### src/rtl/ctcgd_pkg.sv
package ctcgd_pkg;

    localparam int SCORE_W     = 16;
    localparam int CLASS_W     = 15;
    localparam int POS_W       = 16;
    localparam int COUNT_W     = 9;
    localparam int TOTAL_W     = 24;
    localparam int DIV_CNT_W   = 5;
    localparam int S_TDATA_W   = 16;
    localparam int M_TDATA_W   = 64;

    localparam int MAX_CLASSES = 32768;
    localparam int MAX_STEPS   = 256;

    // Field positions in m_tdata
    localparam int TOKEN_LSB   = 0;
    localparam int TSCORE_LSB  = TOKEN_LSB + CLASS_W;
    localparam int CONF_LSB    = TSCORE_LSB + SCORE_W;
    localparam int CNT_LSB     = CONF_LSB + SCORE_W;
    localparam int ACC_BIT     = CNT_LSB + COUNT_W;
    localparam int M_USED_W    = ACC_BIT + 1;

    // Register indexes on the config channel
    localparam logic REG_DICT_SIZE = 1'b0;
    localparam logic REG_MIN_CONF  = 1'b1;

    localparam logic [CLASS_W-1:0] DICT_SIZE_RST = 15'd32767;
    localparam logic [SCORE_W-1:0] MIN_CONF_RST  = 16'd4096;

    // Output kinds
    localparam logic KIND_TOKEN   = 1'b0;
    localparam logic KIND_VERDICT = 1'b1;

    // Sequencer states
    localparam logic [1:0] ST_IDLE    = 2'd0;
    localparam logic [1:0] ST_LOAD    = 2'd1;
    localparam logic [1:0] ST_DIV     = 2'd2;
    localparam logic [1:0] ST_VERDICT = 2'd3;

endpackage

### src/rtl/ctc_greedy_token_decoder.sv
// Channel   Dir  Fields (tdata lsb up / tlast / tuser)
// --------  ---  ---------------------------------------------------------------
// s_        in   score[15:0] / last_class / last_step
// m_        out  token, token_score, confidence, emitted_count, accepted, 0-pad
//                / last / kind
// cfg_      in   index 0 = dict_size, 1 = min_confidence; data in cfg_data
//
// One class score is taken per cycle while idle with the output free; argmax and CTC collapse use one compare.
// A timestep end that closes the sequence stalls the input through the load state,
// the bit-serial restoring divider and the verdict state (the divide is skipped
// when nothing was emitted; the verdict waits longer while m_tready is low).
// aresetn is synchronous, active low; it clears all sequence state and
// restores the config registers to their reset values.
// s_tready is low while the output register holds an untaken transaction.
module ctc_greedy_token_decoder
    import ctcgd_pkg::*;
(
    input  logic                 aclk,
    input  logic                 aresetn,

    input  logic                 s_tvalid,
    output logic                 s_tready,
    input  logic [S_TDATA_W-1:0] s_tdata,   // score[15:0]
    input  logic                 s_tlast,   // last_class
    input  logic                 s_tuser,   // last_step

    output logic                 m_tvalid,
    input  logic                 m_tready,
    output logic [M_TDATA_W-1:0] m_tdata,   // token[14:0], token_score[30:15],
                                            // confidence[46:31],
                                            // emitted_count[55:47], accepted[56]
    output logic                 m_tlast,   // last
    output logic                 m_tuser,   // kind

    input  logic                 cfg_valid,
    output logic                 cfg_ready,
    input  logic                 cfg_index,
    input  logic [SCORE_W-1:0]   cfg_data
);

    logic [1:0]                 state_reg, state_next;
    logic [POS_W-1:0]           class_pos_reg, class_pos_next;
    logic signed [SCORE_W-1:0]  best_value_reg, best_value_next;
    logic [CLASS_W-1:0]         best_class_reg, best_class_next;
    logic [CLASS_W-1:0]         prev_token_reg, prev_token_next;
    logic signed [TOTAL_W-1:0]  score_total_reg, score_total_next;
    logic [COUNT_W-1:0]         token_count_reg, token_count_next;
    logic [CLASS_W-1:0]         dict_size_reg;
    logic signed [SCORE_W-1:0]  min_conf_reg;

    logic [TOTAL_W-1:0]         div_quo_reg, div_quo_next;
    logic [COUNT_W-1:0]         div_rem_reg, div_rem_next;
    logic [DIV_CNT_W-1:0]       div_cnt_reg, div_cnt_next;
    logic                       div_neg_reg, div_neg_next;

    logic                       m_valid_reg, m_valid_next;
    logic                       m_kind_reg, m_kind_next;
    logic [CLASS_W-1:0]         m_token_reg, m_token_next;
    logic [SCORE_W-1:0]         m_tscore_reg, m_tscore_next;
    logic [SCORE_W-1:0]         m_conf_reg, m_conf_next;
    logic [COUNT_W-1:0]         m_cnt_reg, m_cnt_next;
    logic                       m_acc_reg, m_acc_next;
    logic                       m_last_reg, m_last_next;

    logic                       in_fire, out_free;
    logic signed [SCORE_W-1:0]  in_score;
    logic                       pos_ok, take, emit;
    logic [CLASS_W-1:0]         win_class;
    logic signed [SCORE_W-1:0]  win_score;
    logic [COUNT_W:0]           rem_sh;
    logic                       rem_ge;
    logic [COUNT_W:0]           rem_sub;
    logic signed [SCORE_W-1:0]  avg;

    assign out_free  = !m_valid_reg || m_tready;
    assign s_tready  = (state_reg == ST_IDLE) && out_free;
    assign in_fire   = s_tvalid && s_tready;
    assign cfg_ready = 1'b1;

    assign in_score  = signed'(s_tdata[SCORE_W-1:0]);
    assign pos_ok    = class_pos_reg < POS_W'(MAX_CLASSES);
    assign take      = pos_ok && ((class_pos_reg == '0) || (in_score > best_value_reg));
    assign win_class = take ? class_pos_reg[CLASS_W-1:0] : best_class_reg;
    assign win_score = take ? in_score : best_value_reg;
    // class c is in the dictionary when c - 1 < dict_size, i.e. c <= dict_size
    assign emit      = s_tlast && (win_class != prev_token_reg) && (win_class != '0)
                       && (win_class <= dict_size_reg)
                       && (token_count_reg < COUNT_W'(MAX_STEPS));

    // Restoring divider step on magnitudes
    assign rem_sh  = {div_rem_reg, div_quo_reg[TOTAL_W-1]};
    assign rem_ge  = rem_sh >= {1'b0, token_count_reg};
    assign rem_sub = rem_sh - {1'b0, token_count_reg};
    assign avg     = (token_count_reg == '0) ? '0 :
                     div_neg_reg ? signed'(-div_quo_reg[SCORE_W-1:0])
                                 : signed'(div_quo_reg[SCORE_W-1:0]);

    always_comb begin
        state_next       = state_reg;
        class_pos_next   = class_pos_reg;
        best_value_next  = best_value_reg;
        best_class_next  = best_class_reg;
        prev_token_next  = prev_token_reg;
        score_total_next = score_total_reg;
        token_count_next = token_count_reg;
        div_quo_next     = div_quo_reg;
        div_rem_next     = div_rem_reg;
        div_cnt_next     = div_cnt_reg;
        div_neg_next     = div_neg_reg;
        m_valid_next     = m_valid_reg && !m_tready;
        m_kind_next      = m_kind_reg;
        m_token_next     = m_token_reg;
        m_tscore_next    = m_tscore_reg;
        m_conf_next      = m_conf_reg;
        m_cnt_next       = m_cnt_reg;
        m_acc_next       = m_acc_reg;
        m_last_next      = m_last_reg;

        case (state_reg)
            ST_IDLE: begin
                if (in_fire) begin
                    if (pos_ok) begin
                        class_pos_next = class_pos_reg + POS_W'(1);
                        if (take) begin
                            best_value_next = in_score;
                            best_class_next = class_pos_reg[CLASS_W-1:0];
                        end
                    end
                    if (s_tlast) begin
                        class_pos_next  = '0;
                        best_value_next = '0;
                        best_class_next = '0;
                        if (win_class != prev_token_reg) begin
                            prev_token_next = win_class;
                        end
                        if (emit) begin
                            score_total_next = score_total_reg +
                                {{(TOTAL_W-SCORE_W){win_score[SCORE_W-1]}}, win_score};
                            token_count_next = token_count_reg + COUNT_W'(1);
                            m_valid_next  = 1'b1;
                            m_kind_next   = KIND_TOKEN;
                            m_token_next  = win_class;
                            m_tscore_next = win_score;
                            m_conf_next   = '0;
                            m_cnt_next    = '0;
                            m_acc_next    = 1'b0;
                            m_last_next   = 1'b0;
                        end
                        if (s_tuser) begin
                            state_next = ST_LOAD;
                        end
                    end
                end
            end
            ST_LOAD: begin
                div_neg_next = score_total_reg[TOTAL_W-1];
                div_quo_next = score_total_reg[TOTAL_W-1] ? TOTAL_W'(-score_total_reg)
                                                          : TOTAL_W'(score_total_reg);
                div_rem_next = '0;
                div_cnt_next = '0;
                // nothing emitted: average is zero, skip the divide
                state_next   = (token_count_reg == '0) ? ST_VERDICT : ST_DIV;
            end
            ST_DIV: begin
                div_quo_next = {div_quo_reg[TOTAL_W-2:0], rem_ge};
                div_rem_next = rem_ge ? rem_sub[COUNT_W-1:0] : rem_sh[COUNT_W-1:0];
                div_cnt_next = div_cnt_reg + DIV_CNT_W'(1);
                if (div_cnt_reg == DIV_CNT_W'(TOTAL_W - 1)) begin
                    state_next = ST_VERDICT;
                end
            end
            ST_VERDICT: begin
                if (out_free) begin
                    m_valid_next     = 1'b1;
                    m_kind_next      = KIND_VERDICT;
                    m_token_next     = '0;
                    m_tscore_next    = '0;
                    m_conf_next      = avg;
                    m_cnt_next       = token_count_reg;
                    m_acc_next       = (token_count_reg != '0) && (avg >= min_conf_reg);
                    m_last_next      = 1'b1;
                    prev_token_next  = '0;
                    score_total_next = '0;
                    token_count_next = '0;
                    state_next       = ST_IDLE;
                end
            end
            default: begin
                state_next = ST_IDLE;
            end
        endcase
    end

    always_ff @(posedge aclk) begin
        if (!aresetn) begin
            state_reg       <= ST_IDLE;
            class_pos_reg   <= '0;
            best_value_reg  <= '0;
            best_class_reg  <= '0;
            prev_token_reg  <= '0;
            score_total_reg <= '0;
            token_count_reg <= '0;
            m_valid_reg     <= 1'b0;
            dict_size_reg   <= DICT_SIZE_RST;
            min_conf_reg    <= signed'(MIN_CONF_RST);
        end else begin
            state_reg       <= state_next;
            class_pos_reg   <= class_pos_next;
            best_value_reg  <= best_value_next;
            best_class_reg  <= best_class_next;
            prev_token_reg  <= prev_token_next;
            score_total_reg <= score_total_next;
            token_count_reg <= token_count_next;
            m_valid_reg     <= m_valid_next;
            if (cfg_valid && cfg_ready) begin
                case (cfg_index)
                    REG_DICT_SIZE: dict_size_reg <= cfg_data[CLASS_W-1:0];
                    REG_MIN_CONF:  min_conf_reg  <= signed'(cfg_data);
                    default: begin
                    end
                endcase
            end
        end
    end

    always_ff @(posedge aclk) begin
        div_quo_reg  <= div_quo_next;
        div_rem_reg  <= div_rem_next;
        div_cnt_reg  <= div_cnt_next;
        div_neg_reg  <= div_neg_next;
        m_kind_reg   <= m_kind_next;
        m_token_reg  <= m_token_next;
        m_tscore_reg <= m_tscore_next;
        m_conf_reg   <= m_conf_next;
        m_cnt_reg    <= m_cnt_next;
        m_acc_reg    <= m_acc_next;
        m_last_reg   <= m_last_next;
    end

    assign m_tvalid = m_valid_reg;
    assign m_tuser  = m_kind_reg;
    assign m_tlast  = m_last_reg;
    assign m_tdata  = {{(M_TDATA_W-M_USED_W){1'b0}}, m_acc_reg, m_cnt_reg, m_conf_reg,
                       m_tscore_reg, m_token_reg};

    a_ready_idle: assert property (@(posedge aclk) disable iff (!aresetn)
        s_tready |-> (state_reg == ST_IDLE))
        else $error("input ready outside idle");

    a_kind_last: assert property (@(posedge aclk) disable iff (!aresetn)
        m_tvalid |-> (m_tuser == m_tlast))
        else $error("verdict and last disagree");

    a_token_nonblank: assert property (@(posedge aclk) disable iff (!aresetn)
        (m_tvalid && (m_tuser == KIND_TOKEN)) |-> (m_tdata[CLASS_W-1:0] != '0))
        else $error("blank emitted as token");

    a_count_bound: assert property (@(posedge aclk) disable iff (!aresetn)
        token_count_reg <= COUNT_W'(MAX_STEPS))
        else $error("token count past limit");

    a_div_exit: assert property (@(posedge aclk) disable iff (!aresetn)
        ((state_reg == ST_DIV) && (div_cnt_reg == DIV_CNT_W'(TOTAL_W - 1)))
        |=> (state_reg == ST_VERDICT))
        else $error("divider did not finish");

endmodule

### config.mk
export PLATFORM = sky130hd
export DESIGN_NAME = ctc_greedy_token_decoder
export DESIGN_NICKNAME = d
export VERILOG_FILES = /design/src/rtl/ctcgd_pkg.sv /design/src/rtl/ctc_greedy_token_decoder.sv
export SDC_FILE = /design/constraint.sdc
export NUM_CORES = 1
export LEC_CHECK = 0
export BUFFER_PORTS_ARGS = -buffer_cell sky130_fd_sc_hd__buf_2
export CAP_MARGIN = 20
export CORE_MARGIN = 8
export CORE_UTILIZATION = 48
export DETAILED_ROUTE_END_ITERATION = 12
export HOLD_SLACK_MARGIN = 0.02
export PLACE_DENSITY = 0.68
export SLEW_MARGIN = 20
export SYNTH_ARGS = -nofsm -noshare
export SYNTH_HDL_FRONTEND = slang
export SYNTH_SLANG_ARGS = --single-unit
### constraint.sdc
create_clock -name aclk -period 8.14 [get_ports aclk]
set_input_delay 0.814 -clock aclk [delete_from_list [all_inputs] [get_ports aclk]]
set_output_delay 0.814 -clock aclk [all_outputs]
set_load 0.02 [all_outputs]
Word-level counts from Yosys, hierarchy flattened
Index checks and enable logic that the tools add are counted.

word-level totals
  register bits = 226
  input port bits = 40
  word-level logic and storage cells = 141

cells by class
  add/subtract/negate cells = 7
  order comparisons = 6
  equal/unequal tests = 12
  mux-type cells = 68
  bitwise operators = 1
  reductions and logical operators = 27

operator list
  operator               count
  $mux 16                15
  $mux 15                10
  $mux 24                5
  $pmux 24 s2            2
  $mux 9                 9
  $pmux 16 s2            2
  $pmux 15 s2            2
  $pmux 9 s2             3
  $add 24x24->24         1
  $neg 24->24            1
  $add 16x1->16 const B  1
  $ge 16x16->1           1
  $gt 16x16->1           1
  $logic_not 16->1       1
  $lt 16x16->1 const B   1
  $neg 16->16            1
  $le 15x15->1           1
  $ne 15x15->1           1
  $reduce_and 5->1       3
  $reduce_bool 15->1     1
  $ne 2x2->1 const B     6
  $ge 10x9->1            1
  $mux 1                 10
  $mux 2                 5
  21 further kinds       37

Depth between registers and ports, before layout
Gate-level depths: netlist of the first run.

  depth in word-level cells = 13
  gate-level depth with buffers = 25
  gate-level depth less buffers = 21

Worst setup path before layout of the first run
OpenSTA, ideal clock, no wires.

  kind = in2reg
  start point = input s_tdata[15]
  end point = register m_acc_reg (enable)
  setup time = 0.413 ns
  arrival time = 6.133 ns
  data required time = 7.727 ns
  slack = 1.594 ns
  cell stages on the path = 20
  path buffers = 3
  cells stage by stage = ha_1 > nand4_2 > o41ai_4 > nor2_1 > and4_1 > buf_2 > nor3_4 > buf_2 > mux2i_1 > inv_1 > ha_1 > a21o_1 > a21o_1 > a311oi_1 > a31oi_1 > or4_1 > o21ai_1 > o31ai_2 > buf_6 > inv_1

on the way
  cells in the longest elaborated chain, start to end = 11
  elaborated cells between the ends (all ways) = 13
  classes of those cells = order compare: 2; eq/ne: 2; mux: 1; reduce/logical: 8

ends and longest elaborated chain
  what                                                                  line                             text
  start, declared                                                       ctc_greedy_token_decoder.sv:23   input logic [S_TDATA_W-1:0] s_tdata,
  $gt 16x16->1 (*)                                                      ctc_greedy_token_decoder.sv:82   assign take = pos_ok && ((class_pos_reg == '0) || (in_score > best_value_reg));
  $logic_or 1x1->1 (*)                                                  ctc_greedy_token_decoder.sv:82
  $logic_and 1x1->1 (*)                                                 ctc_greedy_token_decoder.sv:82
  $mux 15 (*)                                                           --
  parallel branches: the longest is 3 deep, another holds $le 15x15->1  --
  $logic_and 1x1->1 (*)                                                 ctc_greedy_token_decoder.sv:87   && (win_class <= dict_size_reg)
  $logic_and 1x1->1 (*)                                                 ctc_greedy_token_decoder.sv:88   && (token_count_reg < COUNT_W'(MAX_STEPS));
  $ne 2x2->1 (no source line) (*)                                       --
  $reduce_and 5->1 (no source line) (*)                                 --
  end signal, assigned                                                  ctc_greedy_token_decoder.sv:236  m_acc_reg <= m_acc_next;
  end, declared                                                         ctc_greedy_token_decoder.sv:62   logic m_acc_reg, m_acc_next;

Mark *: on every way between the ends.
A chain may end at the register's enable or synchronous reset.

Worst setup path in the final report of the first run
  start point = input s_tdata[11]
  end point = register score_total_reg[17]

on the way
  cells in the longest elaborated chain, start to end = 11
  elaborated cells between the ends (all ways) = 19
  classes of those cells = add/sub: 1; order compare: 2; eq/ne: 2; mux: 6; reduce/logical: 8

ends and longest elaborated chain
  what                                                                     line                             text
  parallel branches: the longest is 11 deep, another holds $add 24x24->24  --
  end signal, assigned                                                     ctc_greedy_token_decoder.sv:212  score_total_reg <= score_total_next;
  end, declared                                                            ctc_greedy_token_decoder.sv:46   logic signed [TOTAL_W-1:0] score_total_reg, score_total_next;

Several ways; the timed one is not identified. The select of a mux whose other input is x is not followed.

==> results of run 1 <==
## kinds of logic (layout without fill, tap and decap cells)
logic type | Yosys count | count (layout)
compound gates | 295 | 295
xor+xnor | 95 | 95
fa+ha+maj | 92 | 92
buf+inv | 188 | 275
flops | 226 | 226
mux | 64 | 64
other cells | 2 | 8
simple gates | 488 | 488
## tightest hold or removal path, delay by kind of cell (launching register included)
family / cells / cell delay, ps
flip-flops: 1 / 310
AO/OA/AOI/OAI: 1 / 60
AND/OR/NAND/NOR: 1 / 50
## cell usage after synthesis (all sizes together), types with 3 or more instances
cell type and number:
nor4 13, o22ai 18, nand3 35, edfxtp 97, a21oi 52, dfxtp 129, o211ai 20, or2 4
mux2i 63, o21a 11, o21ai 79, ha 90, nor2 89, a21o 21, nand3b 3, o21bai 3
o41ai 6, nand4 28, a22oi 3, nand2 146, o311a 3, xnor2 37, nand2b 11, nor2b 38
nand4b 3, a211oi 6, and4 5, o31ai 26, buf 23, o211a 3, clkbuf 51, or4 11
and2 61, and3 10, inv 114, or3 13, xor2 58, a31oi 6, a21boi 18, nor3 14
## final cells by class
type	instances	area [µm²]
repair buffers	113	618.1
well taps	378	473.0
clock inverters	11	73.82
clock buffers	37	732.0
fillers	2557	12680
multi-input cells	1042	7128
inverters	114	427.9
flip-flops and latches	226	5495
## layout by cell type, fill, tap and decap left out, types with 18 or more instances in the layout
cell type | synthesis | layout
and2_1 | 61 | 61
a21oi_1 | 50 | 50
o22ai_1 | 18 | 18
dfxtp_1 | 129 | 129
ha_1 | 90 | 89
clkbuf_16 | 0 | 26
buf_2 | 5 | 100
nand4_1 | 27 | 27
mux2i_1 | 63 | 63
a21o_1 | 21 | 21
xnor2_1 | 37 | 37
o211ai_1 | 20 | 20
o21ai_0 | 74 | 74
nor2_1 | 89 | 89
edfxtp_1 | 97 | 97
o31ai_1 | 25 | 25
xor2_1 | 58 | 58
nand2_1 | 145 | 145
inv_1 | 114 | 113
nor2b_1 | 38 | 37
nand3_1 | 35 | 35
## power breakdown
part,internal [mW],switching [mW]
Sequential,1.35,0.102
Combinational,0.320,0.537
Clock,0.628,0.469
## per-stage QoR
| stage | area (µm²) | hold slack, ps | util, % |
|---|---|---|---|
| after global placement | 14130 | 455.7 | 51.13 |
| final | 14950 | 467.6 | 54.10 |
| after detailed placement | 14130 | 460.6 | 51.13 |
| after floorplan | 13400 | 443.5 | - |
| after CTS | 14930 | 469.1 | 54.05 |
| after global routing | 14950 | 495.8 | 54.10 |
## per-layer routing
| metal | global-route usage (%) | vias to the layer above | wire length, µm |
|---|---|---|---|
| li1 | - | 5256 | - |
| met1 | 26.40 | 4859 | 15530 |
| met2 | 29.50 | 266 | 14260 |
| met3 | 2.869 | 28 | 1914 |
| met4 | 4.131 | 0 | 444 |
| met5 | 0 | - | 0 |
## path summary, 6_finish.rpt
kind | end | start
min reg2reg | min_conf_reg[7] | min_conf_reg[7]
max | score_total_reg[17] | s_tdata[11]
max reg2reg | score_total_reg[17] | best_value_reg[11]
min | min_conf_reg[7] | min_conf_reg[7]
==> metrics.csv, run 1 <==
metric;value;unit
Yosys reg bits;226;
Final Setup Violations;0;
fraction of final layout cells sized beyond drive strength 1;11.41;%
worst-case clock buffer depth;3;
WL/cell;16.73;µm
# IOs;109;
cell chain of the critical path;buf_2 > ha_1 > nand4_1 > nor2_1 > a211oi_1 > a311oi_2 > nor3_4 > mux2i_1 > inv_1 > ha_1 > nor2b_1 > o21ai_0 > a21oi_1 > o31ai_1 > a31oi_1 > or4_1 > a2111oi_0 > a211oi_1 > nand2_1 > nor2_1;
fin cells;1921;
htree depth;1;
critical path data required time;8510;ps
type of the worst setup path;primary input to register;
Synth Area in Simple Gates;18.62;%
Post-Synth Adder-Cell Area;8.719;%
CP max stage delay;830;ps
post-route ant nets;0;
maximum VDD drop;0.1883;mV
Starting Density;48.41;%
Die Wd;182.9;µm
Hold Path Class;register to register;
min cycle time layout;6286;ps
postcts setup bufs;0;
vias;10409;
worst-path maximum fanout;17;
crit share post-route;77.23;%
mux cell area share after synthesis;4.799;%
CTS buffer count;26;
crit path launch type;primary input;
Mapped Cells;1450;
Layout Skew;29.01;ps
ANT cells;0;
Leakage;6.593;nW
final wirelength;32140;µm
DR pass1 iterations;5;
fmax;159.1;MHz
Reg clk slew, reported paths;60;ps
die height;182.9;µm
largest family of logic cells by synthesized area;simple AND/OR/NAND/NOR gates;
xor/xnor share of the synthesized area;6.221;%
max-cap violations;0;
NumNets Final;1655;
routability-driven placement congestion ratio;0.9003;
number of warning messages in the yosys log;0;
final setup TNS;0;ps
cell taking the most area after synthesis;edfxtp_1;
CTS Root Cell;clkbuf_16;
mapped cell area;13370;µm²
worst reg2reg setup slack;1880;ps
CORE AREA;27630;µm²
RSZ-0062 raised after global routing;no;
placed cells;1872;
slew margin rel.;33.32;%
Mapped Avg Cell Area;9.224;µm²
Slowest cell on crit path;nor3_4;
Critical Path AT;6660;ps
initial antenna violation count;1;
ys async rst share;0;%
Slew @ Worst Pin;995.6;ps
CTS sink cnt;226;
Hold Crit Depth;2;
Final Max Tran Viols;0;
top-area cell type share of the netlist area;21.78;%
power per cell area;228.0;nW/µm²
Final Hold Vio Count;0;
GRT Util Overall;18.61;%
cts repair resizes;0;
largest net degree at the start of global routing;81;
Main synth FF type;dfxtp_1;
synth unique cells;78;
DP Worst Slack;1370;ps
CTS Hold Bufs;0;
DP HPWL;23980;µm
full die area;33460;µm²
Final Power;3.408;mW
status;completed;
Critical path buffers and inverters;2;
logic depth of the worst path, buffers included;20;
number of placement rows;61;
EDFF count, synth;97;
IO Port Bufs;100;
sequential area share after synthesis;41.09;%
Register-to-Register Path Depth;20;
CP top delay family;simple AND/OR/NAND/NOR gates;
total grt overflow;0;
# DRC;0;
violation count after the first detailed-routing iteration;699;
clk_lat worst skew;540;ps
Area growth, synth to finish;11.77;%
most area-consuming cells after synthesis;edfxtp_1 (22%), dfxtp_1 (19%), ha_1 (8.4%);
vias per cell;5.419;
CTS tree;done;
global-route wire length before repair;51460;µm
post-route setup slack;1854;ps
vias in the first global route;9893;
Compound-Gate Fraction of Synth Area;14.61;%
Critical Path Sink Type;register;
No activity file was read; power rests on OpenSTA's default activity.
==> inputs of run 2 (changes only) <==
--- a/config.mk
+++ b/config.mk
@@ -5,6 +5,7 @@
 export SDC_FILE = /design/constraint.sdc
 export NUM_CORES = 1
 export LEC_CHECK = 0
+export ABC_AREA = 1
 export BUFFER_PORTS_ARGS = -buffer_cell sky130_fd_sc_hd__buf_2
 export CAP_MARGIN = 20
 export CORE_MARGIN = 8
==> constraint.sdc (replaced) <==
create_clock -name aclk -period 6.4 [get_ports aclk]
set_input_delay 0.64 -clock aclk [delete_from_list [all_inputs] [get_ports aclk]]
set_output_delay 0.64 -clock aclk [all_outputs]
set_load 0.02 [all_outputs]
==> metrics.csv, run 2 <==
metric;value;unit;change
Hold Path Class;primary input to register;;
Final Hold Vio Count;0;;unchanged
global-route wire length before repair;57680;µm;+12%
Layout Skew;20.76;ps;-8.248 ps
CP max stage delay;460;ps;-370 ps
largest net degree at the start of global routing;61;;-25%
Synth Area in Simple Gates;26.25;%;+7.6 points
CTS tree;done;;
EDFF count, synth;97;;unchanged
# IOs;109;;unchanged
Yosys reg bits;226;;unchanged
CTS sink cnt;226;;unchanged
initial antenna violation count;0;;-1
max layer used;met4;;
WL/cell;15.32;µm;-8.5%
RSZ-0062 raised after global routing;no;;
# DRC;0;;unchanged
number of placement rows;61;;unchanged
CP top delay family;simple AND/OR/NAND/NOR gates;;
sequential area share after synthesis;40.61;%;-0.47 points
max-cap violations;0;;unchanged
full die area;33820;µm²;+1.1%
type of the worst setup path;register to register;;
Final Setup Violations;0;;unchanged
NumNets Final;2027;;+22%
met1 WL;16420;µm;+5.8%
worst-case clock buffer depth;3;;unchanged
vias in the first global route;11533;;+17%
IO Port Bufs;100;;unchanged
ys async rst share;0;%;unchanged
most used cell, CP;nand2_1;;
postcts setup bufs;0;;unchanged
final wirelength;35110;µm;+9.2%
cell taking the most area after synthesis;edfxtp_1;;
commonest non-fill, non-tap cells in the layout;nand2_1 (390), inv_1 (239), nor2_1 (195);;
CTS Root Cell;clkbuf_16;;
number of warning messages in the yosys log;0;;unchanged
Mapped Avg Cell Area;7.402;µm²;-20%
most area-consuming cells after synthesis;edfxtp_1 (22%), dfxtp_1 (19%), nand2_1 (11%);;
Sw Pwr;3.161;mW;+190%
CTS Hold Bufs;0;;unchanged
crit share post-route;84.05;%;
fraction of final layout cells sized beyond drive strength 1;9.822;%;-1.6 points
clk_lat worst skew;540;ps;about the same
Slew @ Worst Pin;978.4;ps;-17.27 ps
crit path launch type;register;;
total grt overflow;0;;unchanged
final design utilization;54.74;%;+0.64 points
DP HPWL;25430;µm;+6.0%
cts repair resizes;0;;unchanged
critical path data required time;6880;ps;-1630 ps
Internal;4.132;mW;+80%
mux cell area share after synthesis;0;%;-4.8 points
status;completed;;
Critical Path Sink Type;register;;
Area growth, synth to finish;12.40;%;
met2 wire len;15700;µm;+10%
slew margin rel.;34.53;%;+1.2 points
violation count after the first detailed-routing iteration;878;;+26%
Routed met3 length;2245;µm;+17%
final setup TNS;0;ps;unchanged
Main synth FF type;dfxtp_1;;
Mapped Cells;1828;;+26%
htree depth;1;;unchanged
clock group share of total power;21.3;%;-11 points
min cycle time layout;5379;ps;
fmax;185.9;MHz;
CORE AREA;27780;µm²;+0.55%
commonest cells in the netlist;nand2_1 (390), inv_1 (239), nor2_1 (195), a21oi_1 (175), nand3_1 (130);;
vias;12183;;+17%
ANT cells;0;;unchanged
Compound-Gate Fraction of Synth Area;12.86;%;-1.8 points
commonest non-fill, non-tap cell in the layout;nand2_1;;
largest family of logic cells by synthesized area;simple AND/OR/NAND/NOR gates;;
Critical Path AT;5860;ps;-800 ps
worst-path maximum fanout;39;;+22
Comb power frac;46.0;%;+21 points
Post-Synth Adder-Cell Area;8.618;%;-0.10 points
die height;183.9;µm;+0.53%
GRT Util Overall;20.50;%;+1.9 points
Reg clk slew, reported paths;60;ps;about the same
post-route ant nets;0;;unchanged
Final Max Tran Viols;0;;unchanged
top-area cell type share of the netlist area;21.53;%;-0.25 points
vias per cell;5.315;;-1.9%
routability-driven placement congestion ratio;0.8728;;-3.1%
Die Wd;183.9;µm;+0.53%
synth unique cells;45;;-42%
Critical path buffers and inverters;2;;unchanged
Slowest cell on crit path;nand2_2;;
Starting Density;48.70;%;+0.30 points
CTS buffer count;26;;unchanged
DR pass1 iterations;6;;+1
power per cell area;479.5;nW/µm²;+110%
Leakage;6.867;nW;+4.2%
top-count cell post-synth;nand2_1;;
Reg power frac;32.6;%;-10 points
Sw Share;43.34;%;+11 points
maximum VDD drop;0.2231;mV;+18%
xor/xnor share of the synthesized area;2.007;%;-4.2 points
mapped cell area;13530;µm²;+1.2%
[run 2: worst paths after layout]
check,startpoint,to,slack [ps],cells past startpoint
worst min-delay path,cfg_data[0],dict_size_reg[0],330,3
worst max register to register,best_value_reg[15],score_total_reg[20],1020,29
worst max-delay path,best_value_reg[15],score_total_reg[20],1020,29
worst min register to register,best_value_reg[11],best_value_reg[11],460,2
[run 2: metrics by stage]
stage               total power [mW]  hold WS [ps]  worst slack (ps)  std cells  instance area, µm²
global route                   7.887         338.9             370.3       2292               15210
finish                         7.293         328.0              1021       2292               15210
detailed placement             5.726         457.8             657.5       2245               14290
floorplan                      4.859         435.3              1568       1834               13550
global placement               5.652         451.9             692.2       2245               14290
CTS                            7.319         311.7              1004       2292               15210
[run 2: cells by family (layout without fill, tap and decap cells)]
family                   count (synthesis)  in the layout
AND/OR/NAND/NOR                        831            831
AO/OA/AOI/OAI                          323            323
buffers and inverters                  323            403
flip-flops                             226            226
adder cells (fa/ha/maj)                 92             92
XOR/XNOR                                31             31
other                                    2              8
[run 2: power by group through the flow]
| stage | logic, mW | registers (mW) | clock network [mW] |
|---|---|---|---|
| detailed placement | 3.33 | 2.40 | 0 |
| floorplan | 2.38 | 2.48 | 0 |
| global route | 3.81 | 2.44 | 1.64 |
| CTS | 3.35 | 2.38 | 1.59 |
| finish | 3.36 | 2.38 | 1.56 |
| global placement | 3.26 | 2.39 | 0 |
[run 2: cell type report]
class | count | area, µm²
clock inverters | 9 | 117.6
multi-input cells | 1285 | 6798
repair buffers | 114 | 618.1
flip-flops and latches | 226 | 5495
clock buffers | 38 | 798.3
well taps | 378 | 473.0
fillers | 2654 | 12570
inverters | 242 | 908.4
[run 2: worst min-delay path, delay by kind of cell]
family | cells | cell delay (ps)
simple gates | 2 | 120
buf+inv | 1 | 90
[run 2: metal layers]
layer	global-route usage (%)	vias up
met4	5.615	0
met1	28.06	5608
met2	33.19	360
met5	0	-
li1	-	6159
met3	3.162	56
==> inputs of run 3 (changes only) <==
==> constraint.sdc (replaced) <==
create_clock -name aclk -period 5.6 [get_ports aclk]
set_input_delay 0.56 -clock aclk [delete_from_list [all_inputs] [get_ports aclk]]
set_output_delay 0.56 -clock aclk [all_outputs]
set_load 0.02 [all_outputs]
==> metrics.csv, run 3 (same netlist as run 2, synthesis figures left out) <==
metric;value;unit;change
Area after DPL;14320;µm²;+0.21%
DP Worst Slack;431.9;ps;-225.6 ps
slew margin rel.;31.15;%;-3.4 points
Seq. cell area;5495;µm²;unchanged
clk_lat worst skew;530;ps;about the same
Hold Path Class;primary input to register;;
critical path data required time;6080;ps;-800 ps
Layout Skew;10.71;ps;-10.06 ps
final setup TNS;0;ps;unchanged
maximum VDD drop;0.2486;mV;+11%
Internal;4.659;mW;+13%
Leakage;6.867;nW;about the same
RSZ-0062 raised after global routing;no;;
die height;183.9;µm;unchanged
Critical Path AT;5380;ps;-480 ps
vias;12061;;-1.0%
Sw Pwr;3.614;mW;+14%
Area growth, synth to finish;12.21;%;
power per cell area;544.9;nW/µm²;+14%
post-route ant nets;0;;unchanged
# IOs;109;;unchanged
Reg clk slew, reported paths;60;ps;about the same
largest net degree at the start of global routing;60;;-1.6%
IO Port Bufs;100;;unchanged
Sw Share;43.68;%;+0.35 points
global-route wire length before repair;58290;µm;+1.1%
number of placement rows;61;;unchanged
Final Hold Vio Count;0;;unchanged
Final Max Tran Viols;0;;unchanged
full die area;33820;µm²;unchanged
WL/cell;15.47;µm;+0.98%
CTS Hold Bufs;0;;unchanged
worst-path maximum fanout;15;;-62%
vias in the first global route;11508;;-0.22%
CTS sink cnt;226;;unchanged
violation count after the first detailed-routing iteration;984;;+12%
Critical Path Sink Type;register;;
CTS Root Cell;clkbuf_16;;
Comb power frac;46.8;%;+0.8 points
Final Instance Area;15180;µm²;-0.17%
CORE AREA;27780;µm²;unchanged
vias per cell;5.251;;-1.2%
ANT cells;0;;unchanged
type of the worst setup path;register to register;;
routability-driven placement congestion ratio;0.8968;;+2.7%
initial antenna violation count;0;;unchanged
Slowest cell on crit path;fa_1;;
area taken by multi-input logic gates;6798;µm²;unchanged
worst-case clock buffer depth;3;;unchanged
htree depth;1;;unchanged
crit path launch type;register;;
Final Setup Violations;0;;unchanged
most used cell, CP;nand2_1;;
Reg power frac;32.7;%;about the same
min cycle time layout;4898;ps;-480.8 ps
total grt overflow;0;;unchanged
postcts setup bufs;0;;unchanged
commonest non-fill, non-tap cells in the layout;nand2_1 (390), inv_1 (239), nor2_1 (195);;
# fillers;2677;;+0.87%
max-cap violations;0;;unchanged
fmax;204.1;MHz;+9.8%
Die Wd;183.9;µm;unchanged
Starting Density;48.70;%;unchanged
crit share post-route;87.47;%;+3.4 points
fraction of final layout cells sized beyond drive strength 1;9.849;%;+0.027 points
DR pass1 iterations;6;;unchanged
Slew @ Worst Pin;1029;ps;+50.52 ps
status;completed;;
CTS buffer count;26;;unchanged
post-route setup slack;701.6;ps;-319.2 ps
CP max stage delay;420;ps;-40 ps
CTS tree;done;;
final wirelength;35530;µm;+1.2%
# DRC;0;;unchanged
commonest non-fill, non-tap cell in the layout;nand2_1;;
DP HPWL;26040;µm;+2.4%
cts repair resizes;0;;unchanged
clock group share of total power;20.4;%;-0.9 points
GRT Util Overall;20.89;%;+0.38 points
NumNets Final;2031;;+0.20%
-- run 3: cell type report --
class	instances	area share [%]
multi-input combinational	1285	44.77
sequential	226	36.20
inverter	242	5.983
clock buffer	41	5.406
timing repair buffer	118	4.269
tap	378	3.115
clock inverter	7	0.2555
-- run 3: worst paths after layout --
| kind | end | cells past startpoint | from | slack (ps) |
|---|---|---|---|---|
| setup reg to reg | score_total_reg[20] | 29 | best_value_reg[15] | 700 |
| hold reg to reg | best_class_reg[8] | 2 | best_class_reg[8] | 470 |
| hold / removal | dict_size_reg[0] | 3 | cfg_data[0] | 260 |
| setup / recovery | score_total_reg[20] | 29 | best_value_reg[15] | 700 |
-- run 3: power by group through the flow --
stage                     clock, mW  combinational (mW)  sequential, mW
after floorplan                   0                2.72            2.83
after global placement            0                3.76            2.72
after detailed placement          0                3.84            2.74
after CTS                      1.73                3.87            2.71
after global routing           1.79                4.39            2.78
final                          1.69                3.88            2.71
-- run 3: metrics by stage --
stage | power (mW) | cells | hold WS, ps | utilization [%]
after floorplan | 5.553 | 1834 | 435.3 | -
after global placement | 6.481 | 2249 | 452.9 | 51.55
after detailed placement | 6.579 | 2249 | 457.2 | 51.55
after CTS | 8.304 | 2297 | 251.6 | 54.65
after global routing | 8.954 | 2297 | 279.7 | 54.65
final | 8.272 | 2297 | 261.3 | 54.65
-- run 3: worst max-delay path: cells and delay by family (launching register included) --
kind	cells	cell delay, ps
buffers and inverters	2	190
AO/OA/AOI/OAI	8	1820
AND/OR/NAND/NOR	16	1510
flip-flops	1	330
adder cells (fa/ha/maj)	3	990
-- run 3: routing by layer --
metal / up-vias / GRT usage [%] / wire, µm / part of all wire [%]
li1: 6177 / - / - / -
met1: 5505 / 28.94 / 16800 / 47
met2: 330 / 33.69 / 15930 / 45
met3: 49 / 3.320 / 2115 / 6.0
met4: 0 / 4.905 / 684 / 1.9
met5: - / 0 / 0 / 0
